File: src/design/assert_macros.svh
// -----------------------------------------------------------------------------
// Assertion macros
// Shared concurrent assertion helpers; they compile away under synthesis.
// -----------------------------------------------------------------------------
`ifndef ASSERT_MACROS_SVH
`define ASSERT_MACROS_SVH
`ifndef SYNTHESIS
`define ASSERT_PROP(label, clk, rstn, prop) \
    label: assert property (@(posedge clk) disable iff (!rstn) prop) \
        else $error("assertion failed");
`define ASSERT_NEVER(label, clk, rstn, expr) \
    label: assert property (@(posedge clk) disable iff (!rstn) !(expr)) \
        else $error("forbidden condition seen");
`else
`define ASSERT_PROP(label, clk, rstn, prop)
`define ASSERT_NEVER(label, clk, rstn, expr)
`endif
`endif

File: src/design/ppds_pkg.sv
// -----------------------------------------------------------------------------
// ppds_pkg
// Widths, codes and the per-item side band of the point-plane distance block.
// -----------------------------------------------------------------------------
package ppds_pkg;

    localparam int COORD_WIDTH = 16;
    localparam int FRAC_BITS   = 8;
    localparam int COEF_W      = 16;
    localparam int OFFS_W      = 40;
    localparam int TOL_W       = 20;
    localparam int VAL_W       = 42;
    localparam int MAG_W       = VAL_W - 1;
    localparam int DIST_W      = 49;
    localparam int PROD_W      = COORD_WIDTH + COEF_W;
    localparam int NORM_W      = 2 * COEF_W;
    localparam int ML_W        = (MAG_W + 1) / 2;
    localparam int MH_W        = MAG_W - ML_W;
    localparam int SQ_W        = 2 * MAG_W;
    localparam int R_W         = SQ_W + 2 * FRAC_BITS;
    localparam int P_W         = DIST_W + NORM_W;
    localparam int T_W         = 2 * DIST_W + NORM_W + 2;
    localparam int CFG_IDX_W   = 3;
    localparam int CFG_DATA_W  = OFFS_W;
    localparam int S_DATA_W    = ((3 * COORD_WIDTH + 7) / 8) * 8;
    localparam int M_DATA_W    = ((VAL_W + DIST_W + 7) / 8) * 8;
    localparam int M_USER_W    = 3;

    typedef enum logic [1:0] {
        SIDE_ON    = 2'd0,
        SIDE_ABOVE = 2'd1,
        SIDE_BELOW = 2'd2
    } side_t;

    typedef enum logic [CFG_IDX_W-1:0] {
        CFG_COEF_A = 3'd0,
        CFG_COEF_B = 3'd1,
        CFG_COEF_C = 3'd2,
        CFG_COEF_D = 3'd3,
        CFG_TOL    = 3'd4
    } cfg_idx_t;

    typedef struct packed {
        logic signed [VAL_W-1:0] value;
        side_t                   side;
        logic                    degen;
    } meta_t;

endpackage

File: src/design/ppds_sqr.sv
// -----------------------------------------------------------------------------
// ppds_sqr
// Two stages that square the magnitude from split partial products and
// scale it by the fraction bits to form the starting remainder.
// -----------------------------------------------------------------------------
module ppds_sqr
    import ppds_pkg::*;
(
    input  logic             aclk,
    input  logic             aresetn,
    input  logic             adv,
    input  logic             in_valid,
    input  meta_t            in_meta,
    input  logic [MAG_W-1:0] in_mag,
    output logic             out_valid,
    output meta_t            out_meta,
    output logic [R_W-1:0]   out_rem
);

    logic                   v3_reg, v4_reg;
    meta_t                  meta3_reg, meta4_reg;
    logic [2*MH_W-1:0]      hh_reg;
    logic [MH_W+ML_W-1:0]   hl_reg;
    logic [2*ML_W-1:0]      ll_reg;
    logic [R_W-1:0]         rem4_reg;

    logic [MH_W-1:0] mh;
    logic [ML_W-1:0] ml;
    logic [R_W-1:0]  rem_next;

    assign mh = in_mag[MAG_W-1:ML_W];
    assign ml = in_mag[ML_W-1:0];
    assign rem_next = (R_W'(hh_reg) << (2 * ML_W + 2 * FRAC_BITS))
                    + (R_W'(hl_reg) << (ML_W + 1 + 2 * FRAC_BITS))
                    + (R_W'(ll_reg) << (2 * FRAC_BITS));

    always_ff @(posedge aclk) begin
        if (!aresetn) begin
            v3_reg <= 1'b0;
            v4_reg <= 1'b0;
        end else if (adv) begin
            v3_reg <= in_valid;
            v4_reg <= v3_reg;
        end
    end

    always_ff @(posedge aclk) begin
        if (adv) begin
            hh_reg    <= (2*MH_W)'(mh) * (2*MH_W)'(mh);
            hl_reg    <= (MH_W+ML_W)'(mh) * (MH_W+ML_W)'(ml);
            ll_reg    <= (2*ML_W)'(ml) * (2*ML_W)'(ml);
            meta3_reg <= in_meta;
            meta4_reg <= meta3_reg;
            rem4_reg  <= rem_next;
        end
    end

    assign out_valid = v4_reg;
    assign out_meta  = meta4_reg;
    assign out_rem   = rem4_reg;

endmodule

File: config.mk
export PLATFORM = sky130hd
export DESIGN_NAME = ppds_sqr
export DESIGN_NICKNAME = d
export VERILOG_FILES = /design/src/design/assert_macros.svh /design/src/design/ppds_pkg.sv /design/src/design/ppds_sqr.sv
export SDC_FILE = /design/constraint.sdc
export NUM_CORES = 2
export LEC_CHECK = 0
export ABC_CLOCK_PERIOD_IN_PS = 17000
export BUFFER_PORTS_ARGS = -buffer_cell sky130_fd_sc_hd__buf_2
export CAP_MARGIN = 15
export CORE_MARGIN = 2
export CORE_UTILIZATION = 44
export DETAILED_ROUTE_END_ITERATION = 8
export PLACE_DENSITY_LB_ADDON = 0.2
export RECOVER_POWER = 50
export SYNTH_ARGS = -nofsm -noshare
export SYNTH_HDL_FRONTEND = slang
export SYNTH_SLANG_ARGS = --single-unit
File: constraint.sdc
create_clock -name aclk -period 17 [get_ports aclk]
set_input_delay 3.4 -clock aclk [delete_from_list [all_inputs] [get_ports aclk]]
set_output_delay 3.4 -clock aclk [all_outputs]
set_load 0.03 [all_outputs]
### Word-level counts from Yosys, hierarchy flattened

Cells that the tools add are included.

* flip-flop bits (word level): 313
* word-level logic and storage cells: 17
* output and inout port bits: 144
* latch bits: 0
* bits in writable memories: 0
* input port bits: 90
* memories kept: 0
* ROM bits: 0

* divide/modulo/power cells: 0
* bitwise gates (word level): 0
* reduce and logical (&&, ||, !) cells: 0
* $lt $le $gt $ge: 0
* eq/ne operators: 0
* multiplexer cells: 0
* shift operators: 0
* $add $sub $neg: 2
* $mul: 3

Operator list (number)
* adder 98 x 58 -> 98 bit: 1
* adder 98 x 79 -> 98 bit: 1
* multiplier 21 x 21 -> 42 bit: 1
* multiplier 20 x 21 -> 41 bit: 1
* multiplier 20 x 20 -> 40 bit: 1

### Depth between registers and ports, before layout

* depth after elaboration: 2
* depth in mapped cells: 28

### Least setup slack after synthesis

No wires, ideal clock.

* kind: input-to-reg
* start: input port in_mag[23]
* end: register hh_reg[36] (data pin)
* setup slack: 7.061 ns
* arrival time: 9.677 ns
* stages on the path: 25
* required time: 16.738 ns
* library setup time: 0.262 ns
* cells stage by stage: clkbuf_1 > nand2_1 > fa_1 > inv_1 > fa_1 > inv_1 > fa_1 > inv_1 > fa_1 > inv_1 > fa_1 > inv_1 > fa_1 > inv_1 > fa_1 > inv_1 > ha_1 > a21o_1 > a31o_2 > a221o_1 > o21bai_1 > a31oi_2 > a41oi_2 > mux2i_1 > nand3_1

* cells in the longest elaborated chain, start to end: 1

Ends and longest elaborated chain
* from (decl): line ppds_sqr.sv:14 `input logic [MAG_W-1:0] in_mag,`
* multiplier 20 x 20 -> 40 bit: line ppds_sqr.sv:49 `hh_reg <= (2*MH_W)'(mh) * (2*MH_W)'(mh);`
* to (signal assigned): line ppds_sqr.sv:49
* to (decl): line ppds_sqr.sv:22 `logic [2*MH_W-1:0] hh_reg;`

No other way between the ends.
A chain may end at the register's enable or synchronous reset.

### Worst setup path after layout

* start: input port in_mag[21]
* end: register hh_reg[36] (data pin)

Same word-level chain as after synthesis.

==> metrics.md <==
| Metric | Value |
|---|---|
| Status | complete, but fails checks |
| Failing checks | max-capacitance violations, max-slew violations |
| Post-CTS sizing | 0 |
| Largest net degree at the start of global routing | 69 |
| Peak Freq | 87.2 MHz |
| Rel. slew slack | -1.43 |
| Routed Antenna Nets | 0 |
| Final setup TNS | 0 ps |
| Pre-antenna DRT Iters | 5 |
| Avg Inst Size Synth | 9.94 µm² |
| Total GRT Usage | 0.212 |
| Routed via count | 33420 |
| Synth async-reset ratio | 0 |
| Die Wd | 340 µm |
| DP Cell Count | 6565 |
| Worst-Skew Late Latency | 580 ps |
| Critical Path Start | in_mag[21] |
| Post-Synthesis Cells | 4985 |
| Crit Path Class | in -> reg |
| Share of post-route cells with drive strength above 1 | 0.0635 |
| CP Capture Type | flop |
| Final period util | 0.675 |
| Max FFs per register | 81 |
| GPL Wtd Cong | 0.861 |
| Worst r2r src | ll_reg[33] |
| Initial antenna violation count | 2 |
| Hold_ws | 416 ps |
| First-pass GRT wire length | 194000 µm |
| CTS tree | done |
| Hold Path Class | reg -> reg |
| RSZ-0062 raised after global routing | no |
| Setup Buffers After CTS | 0 |
| Hpwl dp | 92200 µm |
| Number of max-cap violations | 7 |
| Crit-path max FO | 45 |
| Synth-to-Final Area Change | 7.55% |
| Slew @ Worst Pin | 3640 ps |
| Vias in the first global route | 35312 |
| CP Data Required Time | 17330 ps |
| Final Setup Violations | 0 |
| YS warnings | 0 |
| Per-cell routed wire length | 18.0 µm |
| WP data arrival | 11790 ps |
| Post-synth top flop | edfxtp_1 |
| PortBufs | 216 |
| Cts bufs inserted | 38 |
| Startpoint Class | primary input |
| Worst-path clk slew | 60 ps |
| Die Ht | 340 µm |
| Initial Util | 0.442 |
| Fin crit period | 11470 ps |
| Root buf cell | clkbuf_16 |
| Max Clock Skew | 24.2 ps |
| Clock sink count | 294 |
| Post-CTS Hold Buffers | 0 |
| Vias per cell | 5.04 |
| Distinct cell type count after synthesis | 90 |
| Post-synthesis sequential element count | 294 |
| NumNets Final | 6616 |
| Sequential element share of the synthesized area | 0.178 |
| Clk buf depth | 3 |
| H-Tree Depth | 2 |
| Row cnt | 123 |
| Final WL | 119000 µm |
| GRT Residual Overflow | 0 |
| Core Region | 0.112 mm² |
| Hold Fails Final Rpt | 0 |
| Non-Filler Instances | 6637 |
| # fillers | 10722 |
| Max Slew Vio Count | 333 |
| Residual DRC count | 0 |
| Initial DRC Count | 1789 |
| Number of synthesized flops with an enable pin | 292 |
| Boundary Pins | 234 |
| DIE AREA | 0.115 mm² |
| Cell area after synthesis | 0.0496 mm² |
| Worst hold path startpoint | ll_reg[8] |
cells by family after synthesis:
logic type	synth area share
other cells	0.0000757
flops	0.178
simple gates	0.116
mux	0.00106
buf+inv	0.109
fa+ha+maj	0.500
xor+xnor	0.0311
compound gates	0.0660
layout by cell type (no fill, tap or decap), drive strengths merged, types with 65 or more instances in the layout:
cell	n
inv	1220
fa	931
nand2	509
ha	490
and2	343
edfxtp	292
buf	224
a21oi	166
nor2	156
xnor2	115
a21o	82
clkbuf	82
o21ai	65
stage by stage:
step	utilization	setup slack, ps	instance area, µm²
finish	0.476	5530	53300
global route	0.476	4950	53300
CTS	0.477	5940	53400
detailed placement	0.465	5350	52100
global placement	0.465	5420	52100
floorplan	-	7060	49600
layout make-up:
| cell class | instances | area, µm² | area share |
|---|---|---|---|
| Inverter | 1218 | 4570 | 0.0858 |
| Tap cell | 1500 | 1880 | 0.0352 |
| Sequential cell | 294 | 8810 | 0.165 |
| Timing Repair Buffer | 264 | 1380 | 0.0259 |
| Clock inverter | 27 | 289 | 0.00542 |
| Clock buffer | 42 | 987 | 0.0185 |
| Multi-Input combinational cell | 3289 | 35400 | 0.664 |
| Antenna cell | 3 | 7.51 | 0.000141 |
path summary, 6_finish.rpt:
check                 to  slack [ps]  cells past startpoint
max           hh_reg[36]        5530                     24
max reg2reg  out_rem[90]       12300                     10
min          out_rem[24]         420                      0
min reg2reg  out_rem[24]         420                      0
worst max-delay path: stages:
cell	delay, ps
clkbuf_1	100
clkbuf_1	1610
nand2_1	430
fa_1	570
fa_1	520
inv_1	40
ha_1	200
fa_1	530
inv_1	50
fa_1	470
inv_1	50
fa_1	520
inv_1	50
fa_1	520
inv_1	40
ha_1	350
a21o_1	220
a31o_2	240
a221o_1	380
o21bai_1	460
a31oi_2	250
a41oi_2	420
mux2i_1	230
nand3_1	80
cells in the mapped netlist (17+ instances only):
cell type | instances | area share
a211oi_1 | 20 | 0.0030
a21o_1 | 81 | 0.012
a21oi_1 | 162 | 0.016
a31oi_1 | 17 | 0.0021
and2_1 | 343 | 0.043
and3_1 | 23 | 0.0029
buf_4 | 17 | 0.0026
clkbuf_1 | 175 | 0.013
edfxtp_1 | 292 | 0.18
fa_1 | 931 | 0.38
ha_1 | 490 | 0.12
inv_1 | 1208 | 0.091
nand2_1 | 508 | 0.038
nand2b_1 | 18 | 0.0023
nand3_1 | 41 | 0.0041
nand4_1 | 21 | 0.0027
nor2_1 | 156 | 0.012
nor2b_1 | 19 | 0.0024
nor3_1 | 24 | 0.0024
o21a_1 | 21 | 0.0032
o21ai_0 | 56 | 0.0057
o21bai_1 | 30 | 0.0045
xnor2_1 | 115 | 0.020
xor2_1 | 61 | 0.011
per-layer routing:
| metal | vias to the layer above | wire [µm] | GRT usage |
|---|---|---|---|
| met5 | - | 13 | 0 |
| met4 | 2 | 2070 | 0.0408 |
| met3 | 109 | 6890 | 0.0289 |
| met2 | 819 | 55200 | 0.343 |
| met1 | 16995 | 54900 | 0.307 |
| li1 | 15495 | - | - |
Power is left out: the tool's default activity adds up to more than one toggle a clock period on the data nets, which glitch-free logic cannot reach.
