## src/design/assert_macros.svh

```systemverilog
// -----------------------------------------------------------------------------
// Assertion macros
// Shared concurrent assertion helpers; they compile away under synthesis.
// -----------------------------------------------------------------------------
`ifndef ASSERT_MACROS_SVH
`define ASSERT_MACROS_SVH
`ifndef SYNTHESIS
`define ASSERT_PROP(label, clk, rstn, prop) \
    label: assert property (@(posedge clk) disable iff (!rstn) prop) \
        else $error("assertion failed");
`define ASSERT_NEVER(label, clk, rstn, expr) \
    label: assert property (@(posedge clk) disable iff (!rstn) !(expr)) \
        else $error("forbidden condition seen");
`else
`define ASSERT_PROP(label, clk, rstn, prop)
`define ASSERT_NEVER(label, clk, rstn, expr)
`endif
`endif

```

## src/design/ppds_pkg.sv

```systemverilog
// -----------------------------------------------------------------------------
// ppds_pkg
// Widths, codes and the per-item side band of the point-plane distance block.
// -----------------------------------------------------------------------------
package ppds_pkg;

    localparam int COORD_WIDTH = 16;
    localparam int FRAC_BITS   = 8;
    localparam int COEF_W      = 16;
    localparam int OFFS_W      = 40;
    localparam int TOL_W       = 20;
    localparam int VAL_W       = 42;
    localparam int MAG_W       = VAL_W - 1;
    localparam int DIST_W      = 49;
    localparam int PROD_W      = COORD_WIDTH + COEF_W;
    localparam int NORM_W      = 2 * COEF_W;
    localparam int ML_W        = (MAG_W + 1) / 2;
    localparam int MH_W        = MAG_W - ML_W;
    localparam int SQ_W        = 2 * MAG_W;
    localparam int R_W         = SQ_W + 2 * FRAC_BITS;
    localparam int P_W         = DIST_W + NORM_W;
    localparam int T_W         = 2 * DIST_W + NORM_W + 2;
    localparam int CFG_IDX_W   = 3;
    localparam int CFG_DATA_W  = OFFS_W;
    localparam int S_DATA_W    = ((3 * COORD_WIDTH + 7) / 8) * 8;
    localparam int M_DATA_W    = ((VAL_W + DIST_W + 7) / 8) * 8;
    localparam int M_USER_W    = 3;

    typedef enum logic [1:0] {
        SIDE_ON    = 2'd0,
        SIDE_ABOVE = 2'd1,
        SIDE_BELOW = 2'd2
    } side_t;

    typedef enum logic [CFG_IDX_W-1:0] {
        CFG_COEF_A = 3'd0,
        CFG_COEF_B = 3'd1,
        CFG_COEF_C = 3'd2,
        CFG_COEF_D = 3'd3,
        CFG_TOL    = 3'd4
    } cfg_idx_t;

    typedef struct packed {
        logic signed [VAL_W-1:0] value;
        side_t                   side;
        logic                    degen;
    } meta_t;

endpackage

```

## src/design/ppds_dot.sv

```systemverilog
// -----------------------------------------------------------------------------
// ppds_dot
// Two stages: the three coordinate products, then the plane value, its
// magnitude and the side decision.
// -----------------------------------------------------------------------------
module ppds_dot
    import ppds_pkg::*;
(
    input  logic                          aclk,
    input  logic                          aresetn,
    input  logic                          adv,
    input  logic                          in_valid,
    input  logic signed [COORD_WIDTH-1:0] point_x,
    input  logic signed [COORD_WIDTH-1:0] point_y,
    input  logic signed [COORD_WIDTH-1:0] point_z,
    input  logic signed [COEF_W-1:0]      coef_a,
    input  logic signed [COEF_W-1:0]      coef_b,
    input  logic signed [COEF_W-1:0]      coef_c,
    input  logic signed [OFFS_W-1:0]      coef_d,
    input  logic        [TOL_W-1:0]       on_tolerance,
    output logic                          out_valid,
    output meta_t                         out_meta,
    output logic        [MAG_W-1:0]       out_mag
);

    logic                     v1_reg;
    logic signed [PROD_W-1:0] ax_reg, by_reg, cz_reg;
    logic                     degen1_reg;
    logic                     v2_reg;
    meta_t                    meta2_reg;
    logic        [MAG_W-1:0]  mag2_reg;

    logic signed [VAL_W-1:0] sum;
    logic signed [VAL_W-1:0] neg_sum;
    logic        [MAG_W-1:0] mag_next;
    meta_t                   meta_next;

    assign sum = VAL_W'(ax_reg) + VAL_W'(by_reg) + VAL_W'(cz_reg) + VAL_W'(coef_d);
    assign neg_sum = -sum;

    always_comb begin
        mag_next = sum[VAL_W-1] ? neg_sum[MAG_W-1:0] : sum[MAG_W-1:0];
        meta_next.value = sum;
        meta_next.degen = degen1_reg;
        if (mag_next <= MAG_W'(on_tolerance)) begin
            meta_next.side = SIDE_ON;
        end else if (sum[VAL_W-1]) begin
            meta_next.side = SIDE_BELOW;
        end else begin
            meta_next.side = SIDE_ABOVE;
        end
    end

    always_ff @(posedge aclk) begin
        if (!aresetn) begin
            v1_reg <= 1'b0;
            v2_reg <= 1'b0;
        end else if (adv) begin
            v1_reg <= in_valid;
            v2_reg <= v1_reg;
        end
    end

    always_ff @(posedge aclk) begin
        if (adv) begin
            ax_reg     <= coef_a * point_x;
            by_reg     <= coef_b * point_y;
            cz_reg     <= coef_c * point_z;
            degen1_reg <= (coef_a == '0) && (coef_b == '0) && (coef_c == '0);
            meta2_reg  <= meta_next;
            mag2_reg   <= mag_next;
        end
    end

    assign out_valid = v2_reg;
    assign out_meta  = meta2_reg;
    assign out_mag   = mag2_reg;

endmodule

```

## config.mk

```make
export PLATFORM = sky130hd
export DESIGN_NAME = ppds_dot
export DESIGN_NICKNAME = d
export VERILOG_FILES = /design/src/design/assert_macros.svh /design/src/design/ppds_pkg.sv /design/src/design/ppds_dot.sv
export SDC_FILE = /design/constraint.sdc
export NUM_CORES = 2
export LEC_CHECK = 0
export ABC_CLOCK_PERIOD_IN_PS = 9410
export BUFFER_PORTS_ARGS = -buffer_cell sky130_fd_sc_hd__buf_2
export CAP_MARGIN = 20
export CORE_UTILIZATION = 40
export CTS_CLUSTER_SIZE = 25
export DETAILED_ROUTE_END_ITERATION = 8
export GPL_ROUTABILITY_DRIVEN = 0
export PLACE_DENSITY_LB_ADDON = 0.05
export SLEW_MARGIN = 15
export SYNTH_ARGS = -nofsm -noshare
export SYNTH_HDL_FRONTEND = slang
export SYNTH_SLANG_ARGS = --single-unit
```

## constraint.sdc

```tcl
create_clock -name aclk -period 9.41 [get_ports aclk]
set_input_delay 0.941 -clock aclk [delete_from_list [all_inputs] [get_ports aclk]]
set_output_delay 0.941 -clock aclk [all_outputs]
set_load 0.1 [all_outputs]
```

## Yosys cells after proc, flatten, opt, wreduce, memory -nomap -nowiden

Cells that the tools add are included.
Widths: inputs -> output; s select.

- Flip-flop bits (word level): 184
- Input bits: 160
- Output and inout port bits: 87
- Word-level logic and storage cells: 25

- $add $sub $neg: 4
- Multipliers: 3
- $lt $le $gt $ge: 1
- Muxes and demuxes: 2
- Reductions and logical operators: 5

Operators by type and width:

| kind | number |
|---|---|
| $mul 16x16->32 | 3 |
| $logic_not 16->1 | 3 |
| $add 34x40->41 | 1 |
| $le 41x20->1 | 1 |
| $mux 41 | 1 |
| $neg 41->41 | 1 |
| $add 33x32->34 | 1 |
| $add 32x32->33 | 1 |
| $logic_and 1x1->1 | 2 |
| $mux 2 | 1 |

## Longest topological paths before layout

- Depth after elaboration: 6
- Depth in mapped cells: 31
- Gate-level depth less buffers: 28

## Worst setup path before layout

No wires, ideal clock.

- Path type: in2reg
- Start: input port coef_b[15]
- End: register by_reg[31], data pin
- Setup time: 260 ps
- Arrival time: 7005 ps
- Required time: 9150 ps
- Path slack: 2145 ps
- Stages: 25
- Path buffers: 1
- Cell sequence: clkbuf_1 -> nand2_1 -> inv_1 -> fa_1 -> inv_1 -> fa_1 -> fa_1 -> fa_1 -> fa_1 -> inv_1 -> fa_1 -> ha_1 -> a21o_1 -> a21oi_1 -> nor2_1 -> o21a_1 -> o21a_1 -> o21ai_0 -> a21oi_1 -> nor2_1 -> or4b_2 -> a311oi_1 -> o21bai_1 -> a21oi_1 -> xnor2_1

- Cells in the longest elaborated chain, start to end: 1

RTL lines:

| element | line | RTL |
|---|---|---|
| start, declared | ppds_dot.sv:17 | `input logic signed [COEF_W-1:0] coef_b,` |
| $mul 16x16->32 | ppds_dot.sv:67 | `by_reg <= coef_b * point_y;` |
| end signal, assigned | ppds_dot.sv:67 |  |
| end, declared | ppds_dot.sv:27 | `logic signed [PROD_W-1:0] ax_reg, by_reg, cz_reg;` |

Every way passes these cells.
A chain may end at the register's enable or synchronous reset.

## Final worst setup path

- Start: input port coef_a[10]
- End: register ax_reg[30], data pin

- Cells in the longest elaborated chain, start to end: 1

RTL lines:

| element | line | RTL |
|---|---|---|
| start, declared | ppds_dot.sv:16 | `input logic signed [COEF_W-1:0] coef_a,` |
| $mul 16x16->32 | ppds_dot.sv:66 | `ax_reg <= coef_a * point_x;` |
| end signal, assigned | ppds_dot.sv:66 |  |
| end, declared | ppds_dot.sv:27 |  |

Every way passes these cells.

==> results summary <==
The number of flip-flops in the largest register is 44. The number of distinct library cell variants in the gate-level netlist after synthesis is 85. The number of enable flip-flop cells after synthesis came out at roughly 180. The number of cells on the worst reg-to-reg path is 29. In the routed design, unresolved DRC markers number 4. The growth of design area from synthesis to finish is 7.65%. Measured against its own limit, the worst slew margin works out to between 30% and 40%. Clock-pin slew was measured on the worst setup and hold paths at 80 ps. The quantity of hold-fixing buffers added after cts is 0. The first global-routing pass estimated between 150000 and 200000 um of wire. The detailed-placement wirelength estimate is 91500 um. Post-CTS repair changed the size of 0 cells. The remaining global-route overflow is 0. The number of pins exceeding their max-slew limit in the final report was 0.

The mean cell area of the mapped netlist came out at 9.63 um2. In this run the most critical hold path is launched from degen1_reg. The post-synthesis simple-gate area fraction is between 10 and 15%. Dividing the detail-routed wire length by the instance count gives 18.9 um.

The checks that failed: design-rule violations. The final total negative setup slack came out at 0 ps. The die area is 104000 um2.

The run finished, with violations left. The path length in cells of the critical path came out at 26. The flip-flop and latch area came out at 5480 um2. Ranked by total cell area, the synthesized netlist is headed by sky130_fd_sc_hd__fa_1, sky130_fd_sc_hd__edfxtp_1, sky130_fd_sc_hd__inv_1, sky130_fd_sc_hd__ha_1, sky130_fd_sc_hd__and2_1. The later pin in the worst-skew pair is clocked with a latency of slightly below 500 ps. The flip-flop and latch count after synthesis is approximately 180. The delay contributed by the slowest stage of the critical path is 560 ps. The area occupied by multi-input gates came out at 31000 um2. On the final layout, the worst clock skew is 15.3 ps.

The pin count of the biggest net entering global routing is 75. In this run the clock root is driven by a sky130_fd_sc_hd__clkbuf_16. The startpoint type of the worst setup path is an input pin. The H-tree generated during clock tree synthesis spans 4 levels.

The setup path with the least slack is of type input pin to flop. The number of optimization iterations in the first detailed-route pass came out at 7. The proportion of synthesized chip area in sequential cells came out at 13.3%. The count of final setup violators came out at 0. The number of placed I/O pins came out at 247. The number of cells traversed by the worst hold path came out at 0. The final wirelength is 109000 um. TritonCTS built the clock tree. The number of rows in the core area came out at 117.

The die is 322 um tall. Post-CTS timing repair inserted 0 buffers for setup. Setup repair after global routing left no endpoint under its margin. The largest buffer count on any clock path came out at 2. The count of endpoints failing hold in the final timing report is 0. Measured against the total synthesized area, the mux share comes to less than 1%.

The proportion of synthesized flip-flops having asynchronous set or reset is 0%. The yosys synthesis warning count is 0. In this run the critical register-to-register path is launched from ax_reg[9]. The period utilization is 81.6%. For this block, the via count after detailed routing is 28.4k.

The complex-gate fraction of the synthesized area is 6.41%. The most critical setup path has its startpoint at coef_a[10]. The top-area cell type share of the netlist area came out at 42.2%. The number of buffers created by CTS is 17. Summed over all instances, the cell type with the most area after synthesis is sky130_fd_sc_hd__fa_1.

The detail route stage leaves a number of antenna-violating nets equal to 0. The tightest min-delay check is of the flop to flop type. The most numerous cell type found on the critical path is sky130_fd_sc_hd__fa_1. Among all stages on the critical path, the largest delay is contributed by sky130_fd_sc_hd__fa_1. By count the netlist is led by sky130_fd_sc_hd__inv_1, sky130_fd_sc_hd__fa_1, sky130_fd_sc_hd__nand2_1, sky130_fd_sc_hd__ha_1, sky130_fd_sc_hd__and2_1. In the synthesized netlist the dominant register cell turns out to be sky130_fd_sc_hd__edfxtp_1. The smallest clock period supported by the final layout is computed as 7680 ps. The number of sinks handled by clock tree synthesis is 183.

The max-capacitance violation count is 0. The initial utilization of the core area, before any placement, comes to 40.3%. The cell family contributing the most delay on the critical path is adder cells. The most common cell in the synthesized netlist is sky130_fd_sc_hd__inv_1. At the pin with the least slew margin, the transition time is approximately 1000 ps. The core region is 102000 um2. The post-synth net total is roughly 5.6k. The layout net count came out at approximately 5.7k. At the worst endpoint, the required time is 9660 ps. Together, buffers and inverters on the worst path number 6. The worst setup path is captured at a flop. The number of antenna violations at the first check in global routing came to 4. The gate count after technology mapping came out at 4262. By area, the combinational part of the netlist is dominated by adder cells.

Dividing the detail-routed via count by the number of cells gives roughly 4.9. Input and output buffers added on the ports amount to 246. STA puts the critical path data arrival time at 7920 ps. Static timing analysis puts the maximum clock frequency at between 0.1 and 0.15 GHz. The largest fanout on the critical path is 17. The post-route netlist has a little over 7% of its cells at a drive strength greater than 1. The number of global-route vias before repair came out at roughly 31k. The DRC marker count from the first detailed-route iteration came out at 1421.

The synthesized-area fraction occupied by xor and xnor cells came out at 3.73%. The horizontal die dimension came out at 322 um. Of the total synthesized cell area, the portion taken by full adders, half adders and majority gates is around half. The number of fill cells came out at between 10k and 15k.

The synthesized netlist occupies a cell area of 41000 um2. The overall fraction of global-route tracks in use is roughly 22%.
path summary, 6_finish.rpt:
check,to,slack (ps)
min reg2reg,out_meta[0],430
min,out_meta[0],430
max reg2reg,out_meta[2],2000
max,ax_reg[30],1730
placed cells by master (no fill, tap or decap), types with 13 or more instances in the layout:
master	synthesis	final
sky130_fd_sc_hd__or3_1	18	18
sky130_fd_sc_hd__nand2b_1	56	56
sky130_fd_sc_hd__inv_1	1074	1074
sky130_fd_sc_hd__and2_1	299	299
sky130_fd_sc_hd__nor3_1	39	39
sky130_fd_sc_hd__xnor2_1	119	119
sky130_fd_sc_hd__o21bai_1	24	24
sky130_fd_sc_hd__nor4_1	22	22
sky130_fd_sc_hd__o21a_1	25	25
sky130_fd_sc_hd__edfxtp_1	181	181
sky130_fd_sc_hd__ha_1	307	307
sky130_fd_sc_hd__a21oi_1	118	118
sky130_fd_sc_hd__nand2_1	490	490
sky130_fd_sc_hd__o21ai_0	57	57
sky130_fd_sc_hd__fa_1	866	866
sky130_fd_sc_hd__and3_1	13	13
sky130_fd_sc_hd__buf_2	4	245
sky130_fd_sc_hd__nand3_1	29	29
sky130_fd_sc_hd__clkbuf_16	0	17
sky130_fd_sc_hd__a21o_1	54	54
sky130_fd_sc_hd__xor2_1	54	54
sky130_fd_sc_hd__nand4_1	24	24
sky130_fd_sc_hd__nor2_1	92	92
routing by layer:
layer	track usage, %	up-vias	share of wire, %	wire (um)
li1	-	13200	-	-
met2	36.4	615	47	51500
met1	31.5	14500	47	51400
met4	3.97	0	1.3	1390
met3	2.70	72	4.6	5070
met5	0	-	0	0
area by class of cell:
cell class | count | share of cell area, %
sequential | 183 | 12.4
clock inverter | 15 | 0.436
inverter | 1076 | 9.14
multi-input combinational | 2876 | 70.2
antenna | 3 | 0.0170
timing repair buffer | 254 | 2.94
tap | 1368 | 3.87
clock buffer | 17 | 0.963
stage by stage:
step / setup WS, ps / hold WS, ps / util (%) / std cells / cell area, um2
after global placement: 1290 / 403 / 42.8 / 5757 / 43600
after global routing: 1260 / 430 / 43.4 / 5789 / 44200
after CTS: 1770 / 426 / 43.4 / 5789 / 44200
final: 1730 / 425 / 43.4 / 5792 / 44200
after floorplan: 2140 / 400 / - / 4262 / 41000
after detailed placement: 1250 / 417 / 42.8 / 5757 / 43600
cell families after synthesis:
kind of cell    Yosys count
compound gates          392
xor+xnor                174
fa+ha+maj              1173
buf+inv                1203
flops                   183
mux                       8
simple gates           1129
Power is left out: the tool's default activity adds up to more than one toggle a clock period on the data nets, which glitch-free logic cannot reach.
